### src/rtl/core/gsd_pkg.sv
`timescale 1ns / 1ps

package gsd_pkg;

  localparam int unsigned HISTORY_DEPTH_DEF = 10;

  localparam int unsigned POS_W    = 8;
  localparam int unsigned LANES    = 4;
  localparam int unsigned SAMPLE_W = POS_W * LANES;
  localparam int unsigned WIDTH_W  = 18;
  localparam int unsigned THR_W    = 8;
  localparam int unsigned ACTION_W = 2;
  localparam int unsigned EVENT_W  = 3;
  localparam int unsigned CFG_IDX_W = 2;

  // Action codes carried on in_tuser
  localparam logic [ACTION_W-1:0] ACT_GOAL    = 2'd0;
  localparam logic [ACTION_W-1:0] ACT_SAMPLE  = 2'd1;
  localparam logic [ACTION_W-1:0] ACT_PREEMPT = 2'd2;

  // Event codes carried on out_tuser
  localparam logic [EVENT_W-1:0] EV_OPEN    = 3'd0;
  localparam logic [EVENT_W-1:0] EV_CLOSE   = 3'd1;
  localparam logic [EVENT_W-1:0] EV_ABORT   = 3'd2;
  localparam logic [EVENT_W-1:0] EV_SUCCESS = 3'd3;
  localparam logic [EVENT_W-1:0] EV_PREEMPT = 3'd4;

  // Configuration register indexes
  localparam logic [CFG_IDX_W-1:0] REG_THRESHOLD   = 2'd0;
  localparam logic [CFG_IDX_W-1:0] REG_OPEN_WIDTH  = 2'd1;
  localparam logic [CFG_IDX_W-1:0] REG_CLOSE_WIDTH = 2'd2;

  localparam logic [THR_W-1:0]   THRESHOLD_RST   = 8'd1;
  localparam logic [WIDTH_W-1:0] OPEN_WIDTH_RST  = 18'd85000;
  localparam logic [WIDTH_W-1:0] CLOSE_WIDTH_RST = 18'd0;

  typedef struct packed {
    logic [EVENT_W-1:0] event_code;
    logic [WIDTH_W-1:0] reached_width;
  } result_t;

endpackage

### src/rtl/core/gripper_settle_detector_core.sv
`timescale 1ns / 1ps

// Gripper goal tracker with settle detection. One request is taken every
// clock cycle while in_tready is high; a request that produces an event
// (goal command, abort, preempt or success) is registered into the output
// stage for the out_ channel. The sample history sits in a single memory
// with one write and one registered read port; the entry oldest in the
// window is read ahead, so the compare of newest against oldest fits in the
// request cycle. A two-deep output stage lets requests keep flowing while
// one event waits; in_tready drops only while two events are pending.
// History is cleared by each goal request, so no clearing pass follows reset.
module gripper_settle_detector_core #(
  parameter int unsigned HISTORY_DEPTH = gsd_pkg::HISTORY_DEPTH_DEF
) (
  input  logic                          clk,
  input  logic                          rst_n,
  input  logic                          cfg_we,
  input  logic [gsd_pkg::CFG_IDX_W-1:0] cfg_index,
  input  logic [gsd_pkg::WIDTH_W-1:0]   cfg_wdata,
  input  logic                          in_tvalid,
  output logic                          in_tready,
  // goal_width[17:0], act_pos_a[25:18], act_pos_b[33:26],
  // act_pos_c[41:34], act_pos_d[49:42], zero fill [55:50]
  input  logic [55:0]                   in_tdata,
  // action[1:0]
  input  logic [1:0]                    in_tuser,
  output logic                          out_tvalid,
  input  logic                          out_tready,
  // reached_width[17:0], zero fill [23:18]
  output logic [23:0]                   out_tdata,
  // event_code[2:0]
  output logic [2:0]                    out_tuser
);

  logic             req_acc;
  logic             push;
  gsd_pkg::result_t result;
  gsd_pkg::result_t out_data;

  assign req_acc = in_tvalid && in_tready;

  gsd_tracker #(
    .DEPTH (HISTORY_DEPTH)
  ) u_tracker (
    .clk        (clk),
    .rst_n      (rst_n),
    .cfg_we     (cfg_we),
    .cfg_index  (cfg_index),
    .cfg_wdata  (cfg_wdata),
    .req_acc    (req_acc),
    .action     (in_tuser),
    .goal_width (in_tdata[17:0]),
    .sample     (in_tdata[49:18]),
    .push       (push),
    .result     (result)
  );

  gsd_out_buf u_out_buf (
    .clk        (clk),
    .rst_n      (rst_n),
    .push       (push),
    .push_data  (result),
    .can_accept (in_tready),
    .out_valid  (out_tvalid),
    .out_ready  (out_tready),
    .out_data   (out_data)
  );

  assign out_tdata = {6'd0, out_data.reached_width};
  assign out_tuser = out_data.event_code;

endmodule

### src/rtl/core/gsd_window_mem.sv
`timescale 1ns / 1ps

module gsd_window_mem #(
  parameter int unsigned DEPTH = gsd_pkg::HISTORY_DEPTH_DEF,
  parameter int unsigned AW    = $clog2(DEPTH)
) (
  input  logic                         clk,
  input  logic                         we,
  input  logic [AW-1:0]                waddr,
  input  logic [gsd_pkg::SAMPLE_W-1:0] wdata,
  input  logic [AW-1:0]                raddr,
  output logic [gsd_pkg::SAMPLE_W-1:0] rdata
);

  logic [gsd_pkg::SAMPLE_W-1:0] mem [DEPTH];
  logic [gsd_pkg::SAMPLE_W-1:0] rdata_r;

  always_ff @(posedge clk) begin
    if (we) begin
      mem[waddr] <= wdata;
    end
  end

  // write-to-read bypass so a same-edge write is seen on the next cycle
  always_ff @(posedge clk) begin
    if (we && (waddr == raddr)) begin
      rdata_r <= wdata;
    end else begin
      rdata_r <= mem[raddr];
    end
  end

  assign rdata = rdata_r;

endmodule

### src/rtl/core/gsd_tracker.sv
`timescale 1ns / 1ps

module gsd_tracker #(
  parameter int unsigned DEPTH = gsd_pkg::HISTORY_DEPTH_DEF,
  parameter int unsigned AW    = $clog2(DEPTH),
  parameter int unsigned CW    = $clog2(DEPTH + 1)
) (
  input  logic                          clk,
  input  logic                          rst_n,
  input  logic                          cfg_we,
  input  logic [gsd_pkg::CFG_IDX_W-1:0] cfg_index,
  input  logic [gsd_pkg::WIDTH_W-1:0]   cfg_wdata,
  input  logic                          req_acc,
  input  logic [gsd_pkg::ACTION_W-1:0]  action,
  input  logic [gsd_pkg::WIDTH_W-1:0]   goal_width,
  input  logic [gsd_pkg::SAMPLE_W-1:0]  sample,
  output logic                          push,
  output gsd_pkg::result_t              result
);

  localparam logic [AW-1:0] SLOT_LAST = AW'(DEPTH - 1);
  localparam logic [CW-1:0] FILL_FULL = CW'(DEPTH);

  logic [gsd_pkg::THR_W-1:0]   thr_r;
  logic [gsd_pkg::WIDTH_W-1:0] open_w_r;
  logic [gsd_pkg::WIDTH_W-1:0] close_w_r;

  logic [AW-1:0]               slot_r, slot_nxt;
  logic [CW-1:0]               fill_r, fill_nxt;
  logic                        active_r, active_nxt;
  logic [gsd_pkg::WIDTH_W-1:0] held_r, held_nxt;

  logic                         we;
  logic [AW-1:0]                raddr;
  logic [gsd_pkg::SAMPLE_W-1:0] oldest;
  logic [AW-1:0]                slot_inc;
  logic [CW-1:0]                fill_inc;
  logic                         settled;
  logic [gsd_pkg::LANES-1:0]    lane_ok;
  logic                         hit_open, hit_close;

  always_ff @(posedge clk) begin
    if (!rst_n) begin
      thr_r     <= gsd_pkg::THRESHOLD_RST;
      open_w_r  <= gsd_pkg::OPEN_WIDTH_RST;
      close_w_r <= gsd_pkg::CLOSE_WIDTH_RST;
    end else if (cfg_we) begin
      case (cfg_index)
        gsd_pkg::REG_THRESHOLD:   thr_r     <= cfg_wdata[gsd_pkg::THR_W-1:0];
        gsd_pkg::REG_OPEN_WIDTH:  open_w_r  <= cfg_wdata;
        gsd_pkg::REG_CLOSE_WIDTH: close_w_r <= cfg_wdata;
        default: ;
      endcase
    end
  end

  gsd_window_mem #(
    .DEPTH (DEPTH),
    .AW    (AW)
  ) u_mem (
    .clk   (clk),
    .we    (we),
    .waddr (slot_r),
    .wdata (sample),
    .raddr (raddr),
    .rdata (oldest)
  );

  // per-lane absolute difference against the threshold
  always_comb begin
    logic [gsd_pkg::POS_W-1:0] p, q, d;
    for (int k = 0; k < gsd_pkg::LANES; k++) begin
      p = sample[k*gsd_pkg::POS_W +: gsd_pkg::POS_W];
      q = oldest[k*gsd_pkg::POS_W +: gsd_pkg::POS_W];
      d = (p > q) ? (p - q) : (q - p);
      lane_ok[k] = (d < thr_r);
    end
  end

  assign settled   = &lane_ok;
  assign hit_open  = (goal_width == open_w_r);
  assign hit_close = (goal_width == close_w_r);
  assign slot_inc  = (slot_r == SLOT_LAST) ? '0 : slot_r + 1'b1;
  assign fill_inc  = (fill_r == FILL_FULL) ? FILL_FULL : fill_r + 1'b1;

  always_comb begin
    slot_nxt   = slot_r;
    fill_nxt   = fill_r;
    active_nxt = active_r;
    held_nxt   = held_r;
    we         = 1'b0;
    push       = 1'b0;
    result     = '0;
    if (req_acc) begin
      case (action)
        gsd_pkg::ACT_GOAL: begin
          slot_nxt = '0;
          fill_nxt = '0;
          push     = 1'b1;
          if (hit_open || hit_close) begin
            active_nxt = 1'b1;
            held_nxt   = goal_width;
            result.event_code = hit_open ? gsd_pkg::EV_OPEN : gsd_pkg::EV_CLOSE;
          end else begin
            active_nxt = 1'b0;
            result.event_code = gsd_pkg::EV_ABORT;
          end
        end
        gsd_pkg::ACT_PREEMPT: begin
          if (active_r) begin
            active_nxt = 1'b0;
            push       = 1'b1;
            result.event_code = gsd_pkg::EV_PREEMPT;
          end
        end
        gsd_pkg::ACT_SAMPLE: begin
          if (active_r) begin
            we       = 1'b1;
            slot_nxt = slot_inc;
            fill_nxt = fill_inc;
            // oldest was read ahead from the slot after the one now written
            if ((fill_inc == FILL_FULL) && settled) begin
              active_nxt = 1'b0;
              push       = 1'b1;
              result.event_code    = gsd_pkg::EV_SUCCESS;
              result.reached_width = held_r;
            end
          end
        end
        default: ;
      endcase
    end
  end

  // keep the entry after the next write slot ready for the next request
  assign raddr = (slot_nxt == SLOT_LAST) ? '0 : slot_nxt + 1'b1;

  always_ff @(posedge clk) begin
    if (!rst_n) begin
      slot_r   <= '0;
      fill_r   <= '0;
      active_r <= 1'b0;
      held_r   <= '0;
    end else begin
      slot_r   <= slot_nxt;
      fill_r   <= fill_nxt;
      active_r <= active_nxt;
      held_r   <= held_nxt;
    end
  end

`ifndef NO_ASSERTIONS
  a_fill_bound: assert property (@(posedge clk) disable iff (!rst_n)
    fill_r <= FILL_FULL)
    else $error("fill count beyond window depth");

  a_slot_tracks_fill: assert property (@(posedge clk) disable iff (!rst_n)
    (fill_r < FILL_FULL) |-> (slot_r == fill_r[AW-1:0]))
    else $error("write slot out of step with fill count");

  a_goal_clears: assert property (@(posedge clk) disable iff (!rst_n)
    (req_acc && action == gsd_pkg::ACT_GOAL) |=> (fill_r == '0 && slot_r == '0))
    else $error("goal did not clear the history");

  a_success_ends: assert property (@(posedge clk) disable iff (!rst_n)
    (push && result.event_code == gsd_pkg::EV_SUCCESS) |=> !active_r)
    else $error("tracker still active after success");
`endif

endmodule

### src/rtl/core/gsd_out_buf.sv
`timescale 1ns / 1ps

module gsd_out_buf (
  input  logic             clk,
  input  logic             rst_n,
  input  logic             push,
  input  gsd_pkg::result_t push_data,
  output logic             can_accept,
  output logic             out_valid,
  input  logic             out_ready,
  output gsd_pkg::result_t out_data
);

  logic             out_v_r;
  gsd_pkg::result_t out_d_r;
  logic             skid_v_r;
  gsd_pkg::result_t skid_d_r;
  logic             drain;

  assign drain      = !out_v_r || out_ready;
  assign can_accept = !skid_v_r;
  assign out_valid  = out_v_r;
  assign out_data   = out_d_r;

  always_ff @(posedge clk) begin
    if (!rst_n) begin
      out_v_r  <= 1'b0;
      skid_v_r <= 1'b0;
    end else if (drain) begin
      if (skid_v_r) begin
        out_v_r  <= 1'b1;
        skid_v_r <= 1'b0;
      end else begin
        out_v_r <= push;
      end
    end else if (push) begin
      skid_v_r <= 1'b1;
    end
  end

  always_ff @(posedge clk) begin
    if (drain) begin
      out_d_r <= skid_v_r ? skid_d_r : push_data;
    end
    if (push && !drain) begin
      skid_d_r <= push_data;
    end
  end

endmodule
### config.mk
export PLATFORM = sky130hd
export DESIGN_NAME = gripper_settle_detector_core
export DESIGN_NICKNAME = d
export VERILOG_FILES = /design/src/rtl/core/gsd_pkg.sv /design/src/rtl/core/gripper_settle_detector_core.sv /design/src/rtl/core/gsd_window_mem.sv /design/src/rtl/core/gsd_tracker.sv /design/src/rtl/core/gsd_out_buf.sv
export SDC_FILE = /design/constraint.sdc
export NUM_CORES = 1
export LEC_CHECK = 0
export ABC_AREA = 1
export BUFFER_PORTS_ARGS = -buffer_cell sky130_fd_sc_hd__buf_2
export CORE_ASPECT_RATIO = 0.9
export CORE_UTILIZATION = 55
export DETAILED_ROUTE_END_ITERATION = 16
export PLACE_DENSITY = 0.76
export SLEW_MARGIN = 20
export SYNTH_ARGS = -nofsm -noshare
export SYNTH_HDL_FRONTEND = slang
export SYNTH_HIERARCHICAL = 1
export SYNTH_SLANG_ARGS = --single-unit
### constraint.sdc
create_clock -name clk -period 5.04 [get_ports clk]
set_clock_uncertainty 0.1 [all_clocks]
set_input_delay 0.252 -clock clk [delete_from_list [all_inputs] [get_ports clk]]
set_output_delay 0.252 -clock clk [all_outputs]
set_load 0.02 [all_outputs]
# Word level (Yosys, flattened, before mapping)
# Memories as Yosys holds them, arrays and structs flattened. A register that Yosys moved wholly into a read port is not among the register bits.
# Index checks and enable logic that the tools add are counted.
# word_totals
output_inout_bits	29
ff_bits	115
in_bits	83
romBits	0
mem_bits_rw	320
wordCells	100
latchBits	0
memories	1
# mem_list
memory	depth	word_bits	rd	rd_ports_with_merged_regs	write_ports	line	text
u_tracker.u_mem.mem	10	32	1	1	1	gsd_window_mem.sv:15	logic [gsd_pkg::SAMPLE_W-1:0] mem [DEPTH];
# op_classes
mul	0
n_div	0
bitwise	1
muxes	35
n_reduce_logical	20
addsub	11
eq_ne	11
shift	0
magnitude_cmp	8
# ops
cell	count
subtractor 8 bit	8
2-to-1 mux 21 bit	3
== test 18 bit	2
greater-than comparator 8 bit	4
< comparator 8 bit	4
2-to-1 mux 8 bit	4
2-to-1 mux 4 bit	6
2-to-1 mux 20 bit	1
2-to-1 mux 18 bit	1
== test 4 bit (second input constant)	4
one-hot mux 4 bit (2 select lines)	2
2-to-1 mux 1 bit	13
adder 4 x 1 -> 4 bit (second input constant)	3
one-hot mux 3 bit (3 select lines)	1
AND reduction 2 bit	4
2-to-1 mux 3 bit	2
one-hot mux 1 bit (3 select lines)	2
AND reduction 3 bit	2
== test 2 x 1 -> 1 bit (second input constant)	2
== test 2 bit (second input constant)	2
logical NOT 2 bit	2
AND reduction 4 bit	1
logical AND 1 bit	3
logical NOT 1 bit	3
6 further kinds	7

# Longest topological paths before layout
# Gate-level depths: netlist of run 1.
# logic_depth
word_depth	10
depth_mapped	36
depth_no_buf	33

# By module
# The synthesis of run 1 kept the hierarchy.
# modules_own_cells
module	seq_area_each_um2	n_inst	cells_each	area_each_um2
gsd_window_mem	9689.3	1	1242	13550.5
gsd_tracker	1421.4	1	1189	7482.2
gsd_out_buf	1301.2	1	121	1615.3
gripper_settle_detector_core	0.0	1	9	56.3

# Worst setup path after synthesis of run 1
# OpenSTA, ideal clock, no wires.
# synth_path
path_kind	register to register
startpoint	register with a tool-made name
endpoint	register u_out_buf/skid_d_r[0] (netlist name) (enable)
setup_time_ns	0.399
t_required_ns	4.541
t_arrival_ns	4.503
path_stages_with_launch	35
path_buffers	3
setup_slack_ns	0.038
period_less_slack_ns	5.002
cell_sequence	dfxtp_1 > buf_4 > inv_4 > buf_8 > buf_6 > nand2_1 > nand3_1 > nand3_1 > nand3_1 > nand2_1 > ha_1 > inv_1 > fa_1 > inv_1 > o21ai_1 > a21oi_1 > nand2_1 > nand2_2 > inv_2 > nand2_2 > nand3_1 > nand2_1 > inv_1 > ha_1 > nand2_1 > nor2_1 > a21oi_1 > nand2_1 > nor2_1 > nand3_1 > nor2_2 > nand2_1 > a21oi_1 > inv_1 > nor2_1
# synth_rtl
item	line	text
end signal: assignment	gsd_out_buf.sv:46	skid_d_r <= push_data;
end: declaration	gsd_out_buf.sv:17	gsd_pkg::result_t skid_d_r;

==> results of run 1 <==
[path summary, 6_finish.rpt]
kind                                                to  depth (start not counted)
worst max-delay path            u_out_buf/skid_d_r[10]                         29
worst min register to register  u_tracker/close_w_r[0]                          2
worst min-delay path               u_tracker/held_r[3]                          5
worst max register to register  u_out_buf/skid_d_r[10]                         29
[worst max-delay path, delay by kind of cell, from the launching register on]
kind / cells / cell delay [ns]
compound gates: 2 / 0.30
simple gates: 18 / 2.11
buf+inv: 7 / 0.91
fa+ha+maj: 2 / 0.64
flops: 1 / 0.49
[metal layers]
metal / track usage / routed length (um) / up-vias
met2: 0.430 / 27000 / 734
met5: 0 / 0 / -
li1: - / - / 8626
met1: 0.359 / 24500 / 8430
met4: 0.0981 / 1730 / 0
met3: 0.0469 / 4650 / 147
[power by group]
part           total (uW)  switching, uW  internal (uW)
Sequential           3960           17.1           3940
Combinational         984            599            385
Clock                3370           1370           2000
Total                8310           1980           6330
[through the flow]
step	util	TNS [ns]	hold WS, ns
floorplan	-	0	0.251
global placement	0.587	0	0.353
detailed placement	0.587	-0.171	0.363
CTS	0.641	0	0.00148
global route	0.657	-1.46	0.0501
finish	0.657	0	0.0268
[cells by family after synthesis]
logic type	count (synthesis)	share of synthesized area
DFF	439	0.547
AOI/OAI and AO/OA	238	0.0569
buffers and inverters	520	0.0981
other	1	0.000165
xor gates and xnor gates	49	0.0189
adders and majority gates	104	0.0600
and+or+nand+nor	1210	0.219
[registers in the layout (all words and copies together), names as in the netlist, named ones only]
name                 cells
u_out_buf/out_data      21
u_out_buf/skid_v_r       1
u_tracker/slot_r         4
u_tracker/fill_r         4
u_tracker/active_r       1
u_out_buf/out_valid      1
u_tracker/u_mem/mem    320
u_out_buf/skid_d_r      21
u_tracker/thr_r          8
u_tracker/open_w_r      18
u_tracker/close_w_r     18
u_tracker/held_r        18
[what timing repair did]
item,CTS,global route
pin swaps,0,11
gates cloned,2,8
resized for setup,7,73
setup endpoints to repair,21,36
setup buffers,0,18
hold endpoints to repair,383,0
hold buffers,71,0
[cell usage after synthesis, drive strengths merged]
| library cell | number |
|---|---|
| xnor2 | 16 |
| a21o | 4 |
| edfxtp | 362 |
| nor2 | 202 |
| dfxtp | 77 |
| clkinv | 1 |
| conb | 1 |
| nand4 | 11 |
| inv | 412 |
| nand2 | 736 |
| xor2 | 33 |
| or2 | 5 |
| ha | 96 |
| o221ai | 12 |
| nand3b | 6 |
| nand3 | 245 |
| o21ai | 105 |
| fa | 8 |
| nor3 | 5 |
| a31oi | 4 |
| clkbuf | 28 |
| o211ai | 7 |
| buf | 79 |
| a21oi | 104 |
| o311ai | 2 |
[cell type report]
cell class                      count  area (um^2)
Antenna cell                        1         2.50
Fill cell                        3061        13900
Sequential cell                   439        12400
Clock buffer                       59         1250
Multi-Input combinational cell   1607         8390
Tap cell                          540          676
Inverter                          413         1570
Timing Repair inverter              1         8.76
Clock inverter                     18          228
Timing Repair Buffer              251         2160
==> reports/metrics.csv, run 1 <==
stage,metric,value,unit
cts,CTS max path bufs,3,
cells_and_area,Nets,2945,
route,WL per Instance,17.4,um
power_and_ir_drop,leakage power,0.0119,uW
sta,fin crit period,4.87,ns
cells_and_area,most frequent cells in the layout,"723 x nand2_1, 393 x inv_1, 362 x edfxtp_1, 240 x nand3_1, 187 x nor2_1",
worst_setup_path,CP Class,flop to flop,
min_path,worst hold start,in_tdata[3],
flow_run,MaxCap Viol Count,0,
global_route,vias in the first global route,17300,
cts,Clk Tree Root Cell,clkbuf_16,
global_route,grt total ovfl,0,
global_route,all-layer global routing usage,0.266,
cells_and_area,Area Overhead vs Synth,17.6,%
yosys,yosys warns,6,
floorplan,Initial Util,0.559,
sta,Least-Margin Pin Slew,1.04,ns
global_route,pin count of the biggest net entering global routing,67,
cells_and_area,"non-filler cells, final",3329,
place,routability cong.,0.896,
sta,final period utilization,0.967,
cts,H-tree Lvls,2,
floorplan,height of the die,195,um
sta,post-route setup slack,0.168,ns
min_path,worst hold path class,input pin to flop,
sta,Max Slew Vio Count,0,
route,DRC violations left,0,
cts,Clock Sinks,439,
cts,clk_lat worst skew,0.58,ns
sta,achievable frequency,205,MHz
worst_setup_path,WP data required,5.23,ns
worst_setup_path,Most common cell on crit path,nand2_1,
route,drt total wl,57800,um
route,vias per cell,5.39,
status,run status,finished clean,
floorplan,Core Area,40600,um^2
sta,"Hold Violations, Final",0,
worst_setup_path,Max Fanout on Critical Path,15,
worst_setup_path,Worst Path Arrival,5.07,ns
floorplan,Core Rows,70,
power_and_ir_drop,Peak VDD IR,0.290,mV
route,vias,17900,
cells_and_area,layout cells sized above 1,0.123,
sta,relative slew slack,0.305,
yosys,post-synth cell types,41,
yosys,syn_area_per_cell,8.87,um^2
floorplan,DIE AREA,42100,um^2
worst_setup_path,CP max-delay cell,dfxtp_4,
power_and_ir_drop,PD cells,311,nW/um^2
yosys,post-synth top area cell,edfxtp_1,
cts,"CTS clk-pin slew, worst paths",0.06,ns
place,placed inst area,23800,um^2
cts,TritonCTS Buffers,45,
global_route,global-route wire length before repair,88500,um
place,# port buffers,99,
yosys,"top cells by area, synth","edfxtp_1 48%, nand2_1 12%, dfxtp_1 6.8%",
floorplan,Die Span X,216,um
place,Placed Cells,3152,
cells_and_area,Final Cell Area,26700,um^2
worst_setup_path,Worst path max stage delay,0.49,ns
yosys,register area share after synthesis,0.547,
worst_setup_path,r2r setup slk,0.17,ns
route,Final ANT Viol Nets,0,
cts,CTS tree,yes,
cells_and_area,"most common cell after layout, fill and taps aside",nand2_1,
yosys,synthesized cell area,22700,um^2
place,worst slack at placement,-0.0160,ns
sta,Final setup viols,0,
worst_setup_path,startpoint types,flop,
worst_setup_path,CP Capture Type,flop,
route,DRT iter0 DRCs,1825,
global_route,initial antenna violation count,1,
yosys,Synth top area share,0.479,
place,dpl hpwl,34900,um
yosys,Mapped Cells,2561,
yosys,Yosys reg bits,439,
floorplan,# IOs,112,
power_and_ir_drop,Pwr Total,8310,uW
route,DR pass1 iterations,5,
(Power assumes the default switching activity.)
==> run 2, diff against run 1 <==
--- a/config.mk
+++ b/config.mk
@@ -5,7 +5,6 @@
 export SDC_FILE = /design/constraint.sdc
 export NUM_CORES = 1
 export LEC_CHECK = 0
-export ABC_AREA = 1
 export BUFFER_PORTS_ARGS = -buffer_cell sky130_fd_sc_hd__buf_2
 export CORE_ASPECT_RATIO = 0.9
 export CORE_UTILIZATION = 55
==> run 2 against run 1 <==
The flow now finishes with violations (negative setup slack); total power shrank 3.1%; wire length down 9.9%; first-iteration DRC count fell by 41%; design area decreased by 1.1%; critical path depth shrank 2; cell count down 25%; global-route usage down 0.56 points; worst hold slack lost 0.018 ns; die area is 7.3% lower.
==> reports/metrics.csv, run 2 <==
stage,metric,value,unit,change
min_path,worst hold path class,input pin to flop,,
place,# port buffers,99,,unchanged
yosys,yosys warns,6,,unchanged
sta,relative slew slack,0.281,,-0.0240
worst_setup_path,Max Fanout on Critical Path,5,,-10
cts,clk_lat worst skew,0.57,ns,about the same
status,run status,"complete, but fails checks",,
flow_run,MaxCap Viol Count,0,,unchanged
floorplan,Die Span X,208,um,-3.7%
yosys,post-synth cell types,67,,+63%
global_route,grt total ovfl,0,,unchanged
yosys,Post-synth top cells,"362 x edfxtp_1, 135 x nand2_1, 117 x mux2_2, 104 x mux2i_1, 96 x ha_1",,
sta,Final setup viols,64,,+64
sta,final period utilization,1.23,,+0.264
sta,"Hold Violations, Final",0,,unchanged
worst_setup_path,CP Class,flop to flop,,
yosys,synthesized cell area,21000,um^2,-7.3%
route,WL per Instance,21.0,um,+21%
yosys,async set-or-reset flop fraction in the synthesized netlist,0,,unchanged
cells_and_area,Top reg by flops,u_tracker/u_mem/mem,,
yosys,prevailing post-synth register cell,edfxtp_1,,
route,DRC violations left,0,,unchanged
cts,Clk Tree Root Cell,clkbuf_16,,
route,vias per cell,5.75,,+6.8%
sta,post-route setup TNS,-66.57,ns,-66.57 ns
route,drt total wl,52100,um,-9.9%
cells_and_area,Fillers,2430,,-21%
cts,TritonCTS Buffers,45,,unchanged
place,dpl hpwl,32500,um,-7.1%
status,failing checks,negative setup slack,,
power_and_ir_drop,leakage power,0.0105,uW,-12%
cells_and_area,max FFs per register,320,,unchanged
power_and_ir_drop,PD cells,305,nW/um^2,-2.0%
place,placed inst area,23600,um^2,-1.2%
yosys,post-synth top area cell,edfxtp_1,,
worst_setup_path,WP data required,5.23,ns,about the same
cells_and_area,most frequent cells in the layout,"362 x edfxtp_1, 198 x buf_4, 134 x nand2_1, 106 x mux2_2, 104 x mux2i_1",,
route,DR pass1 iterations,5,,unchanged
cells_and_area,layout cells sized above 1,0.316,,+0.193
yosys,Mapped Cells,1585,,-38%
place,routability cong.,0.870,,-2.9%
cts,H-tree Lvls,2,,unchanged
global_route,pin count of the biggest net entering global routing,63,,-6.0%
cells_and_area,Nets,2149,,-27%
cells_and_area,Final Core Density,0.704,,+0.0475
yosys,syn_area_per_cell,13.3,um^2,+50%
power_and_ir_drop,Peak VDD IR,0.298,mV,+2.8%
route,vias,14300,,-20%
floorplan,DIE AREA,39000,um^2,-7.3%
sta,fin crit period,6.20,ns,+1.33 ns
cts,CTS tree,yes,,
floorplan,Core Area,37500,um^2,-7.8%
yosys,"EDFF count, synth",362,,unchanged
yosys,cell with the most instances after synthesis,edfxtp_1,,
worst_setup_path,startpoint types,flop,,
floorplan,Initial Util,0.561,,+0.00271
cts,"CTS clk-pin slew, worst paths",0.06,ns,about the same
global_route,vias in the first global route,14300,,-17%
yosys,Yosys reg bits,439,,unchanged
worst_setup_path,CP Capture Type,flop,,
global_route,initial antenna violation count,0,,-1
cells_and_area,Final Cell Area,26400,um^2,-1.1%
global_route,all-layer global routing usage,0.260,,-0.00557
floorplan,Core Rows,67,,-4.3%
cts,Clock Sinks,439,,unchanged
cells_and_area,Area Overhead vs Synth,25.5,%,
floorplan,height of the die,188,um,-3.7%
sta,Least-Margin Pin Slew,1.08,ns,+0.0344 ns
sta,Max Slew Vio Count,0,,unchanged
yosys,"top cells by area, synth","edfxtp_1 52%, dfxtp_1 7.3%, mux2_2 6.3%",,
floorplan,# IOs,112,,unchanged
route,Final ANT Viol Nets,0,,unchanged
worst_setup_path,Worst Path Arrival,6.39,ns,+1.32 ns
global_route,global-route wire length before repair,78500,um,-11%
cts,CTS max path bufs,3,,unchanged
sta,RSZ-0062 raised after global routing,true,,
route,DRT iter0 DRCs,1076,,-41%
cells_and_area,ant diodes,0,,-1
sta,post-route setup slack,-1.16,ns,-1.33 ns
sta,achievable frequency,161,MHz,-21%
cells_and_area,"most common cell after layout, fill and taps aside",edfxtp_1,,
yosys,Synth top area share,0.517,,+0.0380
yosys,register area share after synthesis,0.590,,+0.0433
## run 2: layer usage
layer / global-route usage / routed length [um] / vias up
met3: 0.0444 / 3300 / 119
met2: 0.443 / 25600 / 487
met5: 0 / 0 / -
li1: - / - / 6617
met1: 0.343 / 21700 / 7053
met4: 0.0764 / 1440 / 0
## run 2: critical path, cell delays in order, from the launching register on
cell and delay (ns):
dfxtp_4 0.38, buf_12 0.14, mux2i_1 0.12, a22o_1 0.25, o31ai_2 0.23, ha_2 0.22
inv_2 0.04, fa_2 0.34, a21o_1 0.17, a21oi_2 0.16, nor2_2 0.06, o32ai_2 0.24
buf_4 0.20, mux2_4 0.33, a221oi_2 0.27, xnor2_1 0.16, ha_1 0.28, and3_4 0.21
a2111oi_4 0.32, and4_1 0.21, nand4_1 0.09, or4_4 0.50, or2_4 0.29, a21oi_4 0.14
inv_2 0.06, nor2_4 0.12, buf_6 0.16, buf_16 0.14
## run 2: final timing paths
path / from / end / slack (ns) / cells past startpoint
setup / recovery: flop / u_out_buf/skid_d_r[8] / -1.16 / 27
hold / removal: in_tdata[46] / u_tracker/u_mem/mem[0][28] / 0.009 / 2
setup reg to reg: flop / u_out_buf/skid_d_r[8] / -1.16 / 27
hold reg to reg: u_tracker/close_w_r[0] / u_tracker/close_w_r[0] / 0.37 / 2
## run 2: stage by stage
| step | cells | worst slack, ns | hold slack, ns | power [uW] |
|---|---|---|---|---|
| CTS | 2464 | -1.13 | 0.000390 | 8050 |
| global route | 2481 | -1.36 | 0.00526 | 8320 |
| detailed placement | 2292 | -1.17 | 0.358 | 4840 |
| global placement | 2292 | -1.02 | 0.354 | 4820 |
| finish | 2481 | -1.16 | 0.00858 | 8050 |
| floorplan | 1590 | -1.23 | 0.251 | 4500 |
## run 2: final cells by class
type	count	area, um^2	area share
Clock buffer	58	1210	0.0457
Clock inverter	25	201	0.00763
Inverter	94	353	0.0134
Multi-Input combinational cell	984	8310	0.315
Sequential cell	439	12400	0.471
Tap cell	483	604	0.0229
Timing Repair Buffer	398	3300	0.125
## run 2: cell families (layout without fill, tap and decap cells)
family | after synthesis | after routing | share of synthesized area
buf+inv | 167 | 575 | 0.0364
compound gates | 276 | 276 | 0.0981
fa+ha+maj | 104 | 104 | 0.0647
xor+xnor | 59 | 59 | 0.0246
other cells | 1 | 6 | 0.000178
simple gates | 308 | 308 | 0.0685
flops | 439 | 439 | 0.590
mux | 231 | 231 | 0.117
## run 2: power by group
group          total, uW  internal [uW]  switching (uW)
Clock               3170           1800            1370
Combinational        931            457             473
Sequential          3950           3930            13.7
## run 2: timing repair
item	4_1_cts	5_1_grt
setup buffers	14	16
hold buffers	70	0
resized for setup	28	36
endpoints found under the hold margin	296	0
pin swaps	16	21
endpoints found under the setup margin	64	64
gates cloned	5	4
==> run 3, diff against run 2 <==
--- a/config.mk
+++ b/config.mk
@@ -9,7 +9,7 @@
 export CORE_ASPECT_RATIO = 0.9
 export CORE_UTILIZATION = 55
 export DETAILED_ROUTE_END_ITERATION = 16
-export PLACE_DENSITY = 0.76
+export PLACE_DENSITY = 0.73
 export SLEW_MARGIN = 20
 export SYNTH_ARGS = -nofsm -noshare
 export SYNTH_HDL_FRONTEND = slang
==> constraint.sdc (replaced) <==
create_clock -name clk -period 8.05 [get_ports clk]
set_clock_uncertainty 0.1 [all_clocks]
set_input_delay 0.4025 -clock clk [delete_from_list [all_inputs] [get_ports clk]]
set_output_delay 0.4025 -clock clk [all_outputs]
set_load 0.02 [all_outputs]
==> run 3 against run 2 <==
The flow now finishes without violations; sequential power shrank 37%; clock-buffer cell count grew 1; fmax shrank 15%; design area shrank 11%; worst hold slack gained 0.018 ns; worst setup slack gained 1.9 ns; combinational power shrank 54%; largest cell class unchanged.
==> reports/metrics.csv, run 3 (synthesis results as in run 2) <==
stage,metric,value,unit,change
cells_and_area,max FFs per register,320,,unchanged
cells_and_area,Final Cell Area,23500,um^2,-11%
cells_and_area,ant diodes,0,,unchanged
cts,CTS resizes,0,,-100%
sta,RSZ-0062 raised after global routing,false,,
sta,final period utilization,0.905,,-0.326
cts,Clk Tree Root Cell,clkbuf_16,,
sta,"Hold Violations, Final",0,,unchanged
cells_and_area,layout cells sized above 1,0.210,,-0.105
cts,TritonCTS Buffers,44,,-2.2%
route,DR pass1 iterations,5,,unchanged
sta,achievable frequency,137,MHz,-15%
route,vias,12700,,-11%
cts,CTS max path bufs,3,,unchanged
min_path,worst hold path class,input pin to flop,,
sta,Max Slew Vio Count,0,,unchanged
place,placed inst area,22000,um^2,-6.5%
worst_setup_path,startpoint types,flop,,
worst_setup_path,CP Class,flop to flop,,
place,dpl hpwl,28700,um,-12%
floorplan,Core Rows,67,,unchanged
place,routability cong.,0.912,,+4.9%
route,vias per cell,5.75,,about the same
global_route,grt total ovfl,0,,unchanged
global_route,all-layer global routing usage,0.232,,-0.0286
worst_setup_path,Max Fanout on Critical Path,34,,+29
cts,CTS tree,yes,,
flow_run,MaxCap Viol Count,0,,unchanged
route,DRT iter0 DRCs,909,,-16%
floorplan,DIE AREA,39000,um^2,unchanged
worst_setup_path,Worst Path Arrival,7.41,ns,+1.02 ns
floorplan,Die Span X,208,um,unchanged
route,drt total wl,44700,um,-14%
worst_setup_path,WP data required,8.17,ns,+2.94 ns
cts,clk_lat worst skew,0.55,ns,-0.02 ns
sta,Least-Margin Pin Slew,1.14,ns,+0.0659 ns
status,run status,finished clean,,
worst_setup_path,r2r setup slk,0.76,ns,+1.93 ns
route,DRC violations left,0,,unchanged
cts,# Post-CTS Setup Buffers,0,,-14
floorplan,# IOs,112,,unchanged
place,Placed Cells,2124,,-7.3%
cts,Clock Sinks,439,,unchanged
sta,fin crit period,7.29,ns,+1.08 ns
route,Final ANT Viol Nets,0,,unchanged
cts,"Hold-fix buffers, CTS",14,,-80%
sta,post-route setup TNS,0,ns,+66.57 ns
cells_and_area,Fillers,2840,,+17%
cells_and_area,most frequent cells in the layout,"362 x edfxtp_1, 135 x nand2_1, 117 x mux2_2, 104 x mux2i_1, 99 x buf_2",,
floorplan,Core Area,37500,um^2,unchanged
cells_and_area,"most common cell after layout, fill and taps aside",edfxtp_1,,
global_route,vias in the first global route,12900,,-9.5%
place,# port buffers,99,,unchanged
cells_and_area,Area Overhead vs Synth,11.9,%,
cts,"CTS clk-pin slew, worst paths",0.06,ns,about the same
cells_and_area,"non-filler cells, final",2217,,-11%
global_route,initial antenna violation count,0,,unchanged
floorplan,Initial Util,0.561,,unchanged
cells_and_area,Top reg by flops,u_tracker/u_mem/mem,,
floorplan,height of the die,188,um,unchanged
route,WL per Instance,20.2,um,-3.9%
power_and_ir_drop,PD cells,204,nW/um^2,-33%
sta,Final setup viols,0,,-100%
worst_setup_path,CP Capture Type,flop,,
global_route,global-route wire length before repair,70900,um,-9.7%
sta,relative slew slack,0.236,,-0.0447
power_and_ir_drop,Peak VDD IR,0.170,mV,-43%
power_and_ir_drop,leakage power,0.00907,uW,-14%
global_route,pin count of the biggest net entering global routing,63,,unchanged
cts,H-tree Lvls,2,,unchanged
cells_and_area,Nets,1889,,-12%
-- run 3: stage by stage --
stage	power, uW	worst slack, ns	hold WS, ns	util
floorplan	2810	0.991	0.348	-
global placement	2920	0.856	0.356	0.588
detailed placement	2940	0.780	0.362	0.588
CTS	4850	0.758	0.00168	0.627
global route	4990	0.360	0.0148	0.628
finish	4810	0.764	0.0264	0.628
-- run 3: final cells by class --
type,count,area (um^2),share of cell area
sequential,439,12400,0.528
multi-input combinational,984,7970,0.339
clock buffer,59,1190,0.0505
timing repair buffer,139,851,0.0362
tap,483,604,0.0257
inverter,94,353,0.0150
clock inverter,19,141,0.00601
-- run 3: worst paths after layout --
check                          startpoint                       to  depth (start not counted)
hold reg to reg   u_tracker/close_w_r[11]  u_tracker/close_w_r[11]                          2
hold / removal               cfg_wdata[4]    u_tracker/open_w_r[4]                          3
setup reg to reg                     flop   u_out_buf/skid_d_r[13]                         24
setup / recovery                     flop   u_out_buf/skid_d_r[13]                         24
-- run 3: report_power, final --
| part | internal, uW | switching [uW] | total (uW) |
|---|---|---|---|
| combinational | 181 | 247 | 428 |
| sequential | 2460 | 9.98 | 2470 |
| clock | 1100 | 812 | 1910 |
-- run 3: per-layer routing --
layer | vias to the layer above | part of all wire | wire (um) | GRT usage
met2 | 312 | 0.48 | 21300 | 0.384
li1 | 6098 | - | - | -
met4 | 0 | 0.021 | 944 | 0.0624
met5 | - | 0 | 0 | 0
met3 | 61 | 0.049 | 2180 | 0.0348
met1 | 6275 | 0.45 | 20300 | 0.319
-- run 3: worst max-delay path, stage by stage (launching register included) --
cell       delay [ns]
dfxtp_4          0.71
buf_4            0.43
mux2i_1          0.13
a22o_1           0.28
o31ai_1          0.49
inv_1            0.17
fa_1             0.45
a21o_1           0.19
a21oi_1          0.35
inv_1            0.08
a31o_2           0.26
a211o_1          0.29
a221oi_1         0.30
xnor2_1          0.12
ha_1             0.19
a22o_1           0.21
a2111oi_2        0.31
and4_1           0.23
nand4_1          0.10
or4_4            0.55
or2_1            0.27
a21oi_1          0.21
inv_1            0.06
nor2_1           0.10
buf_4            0.33
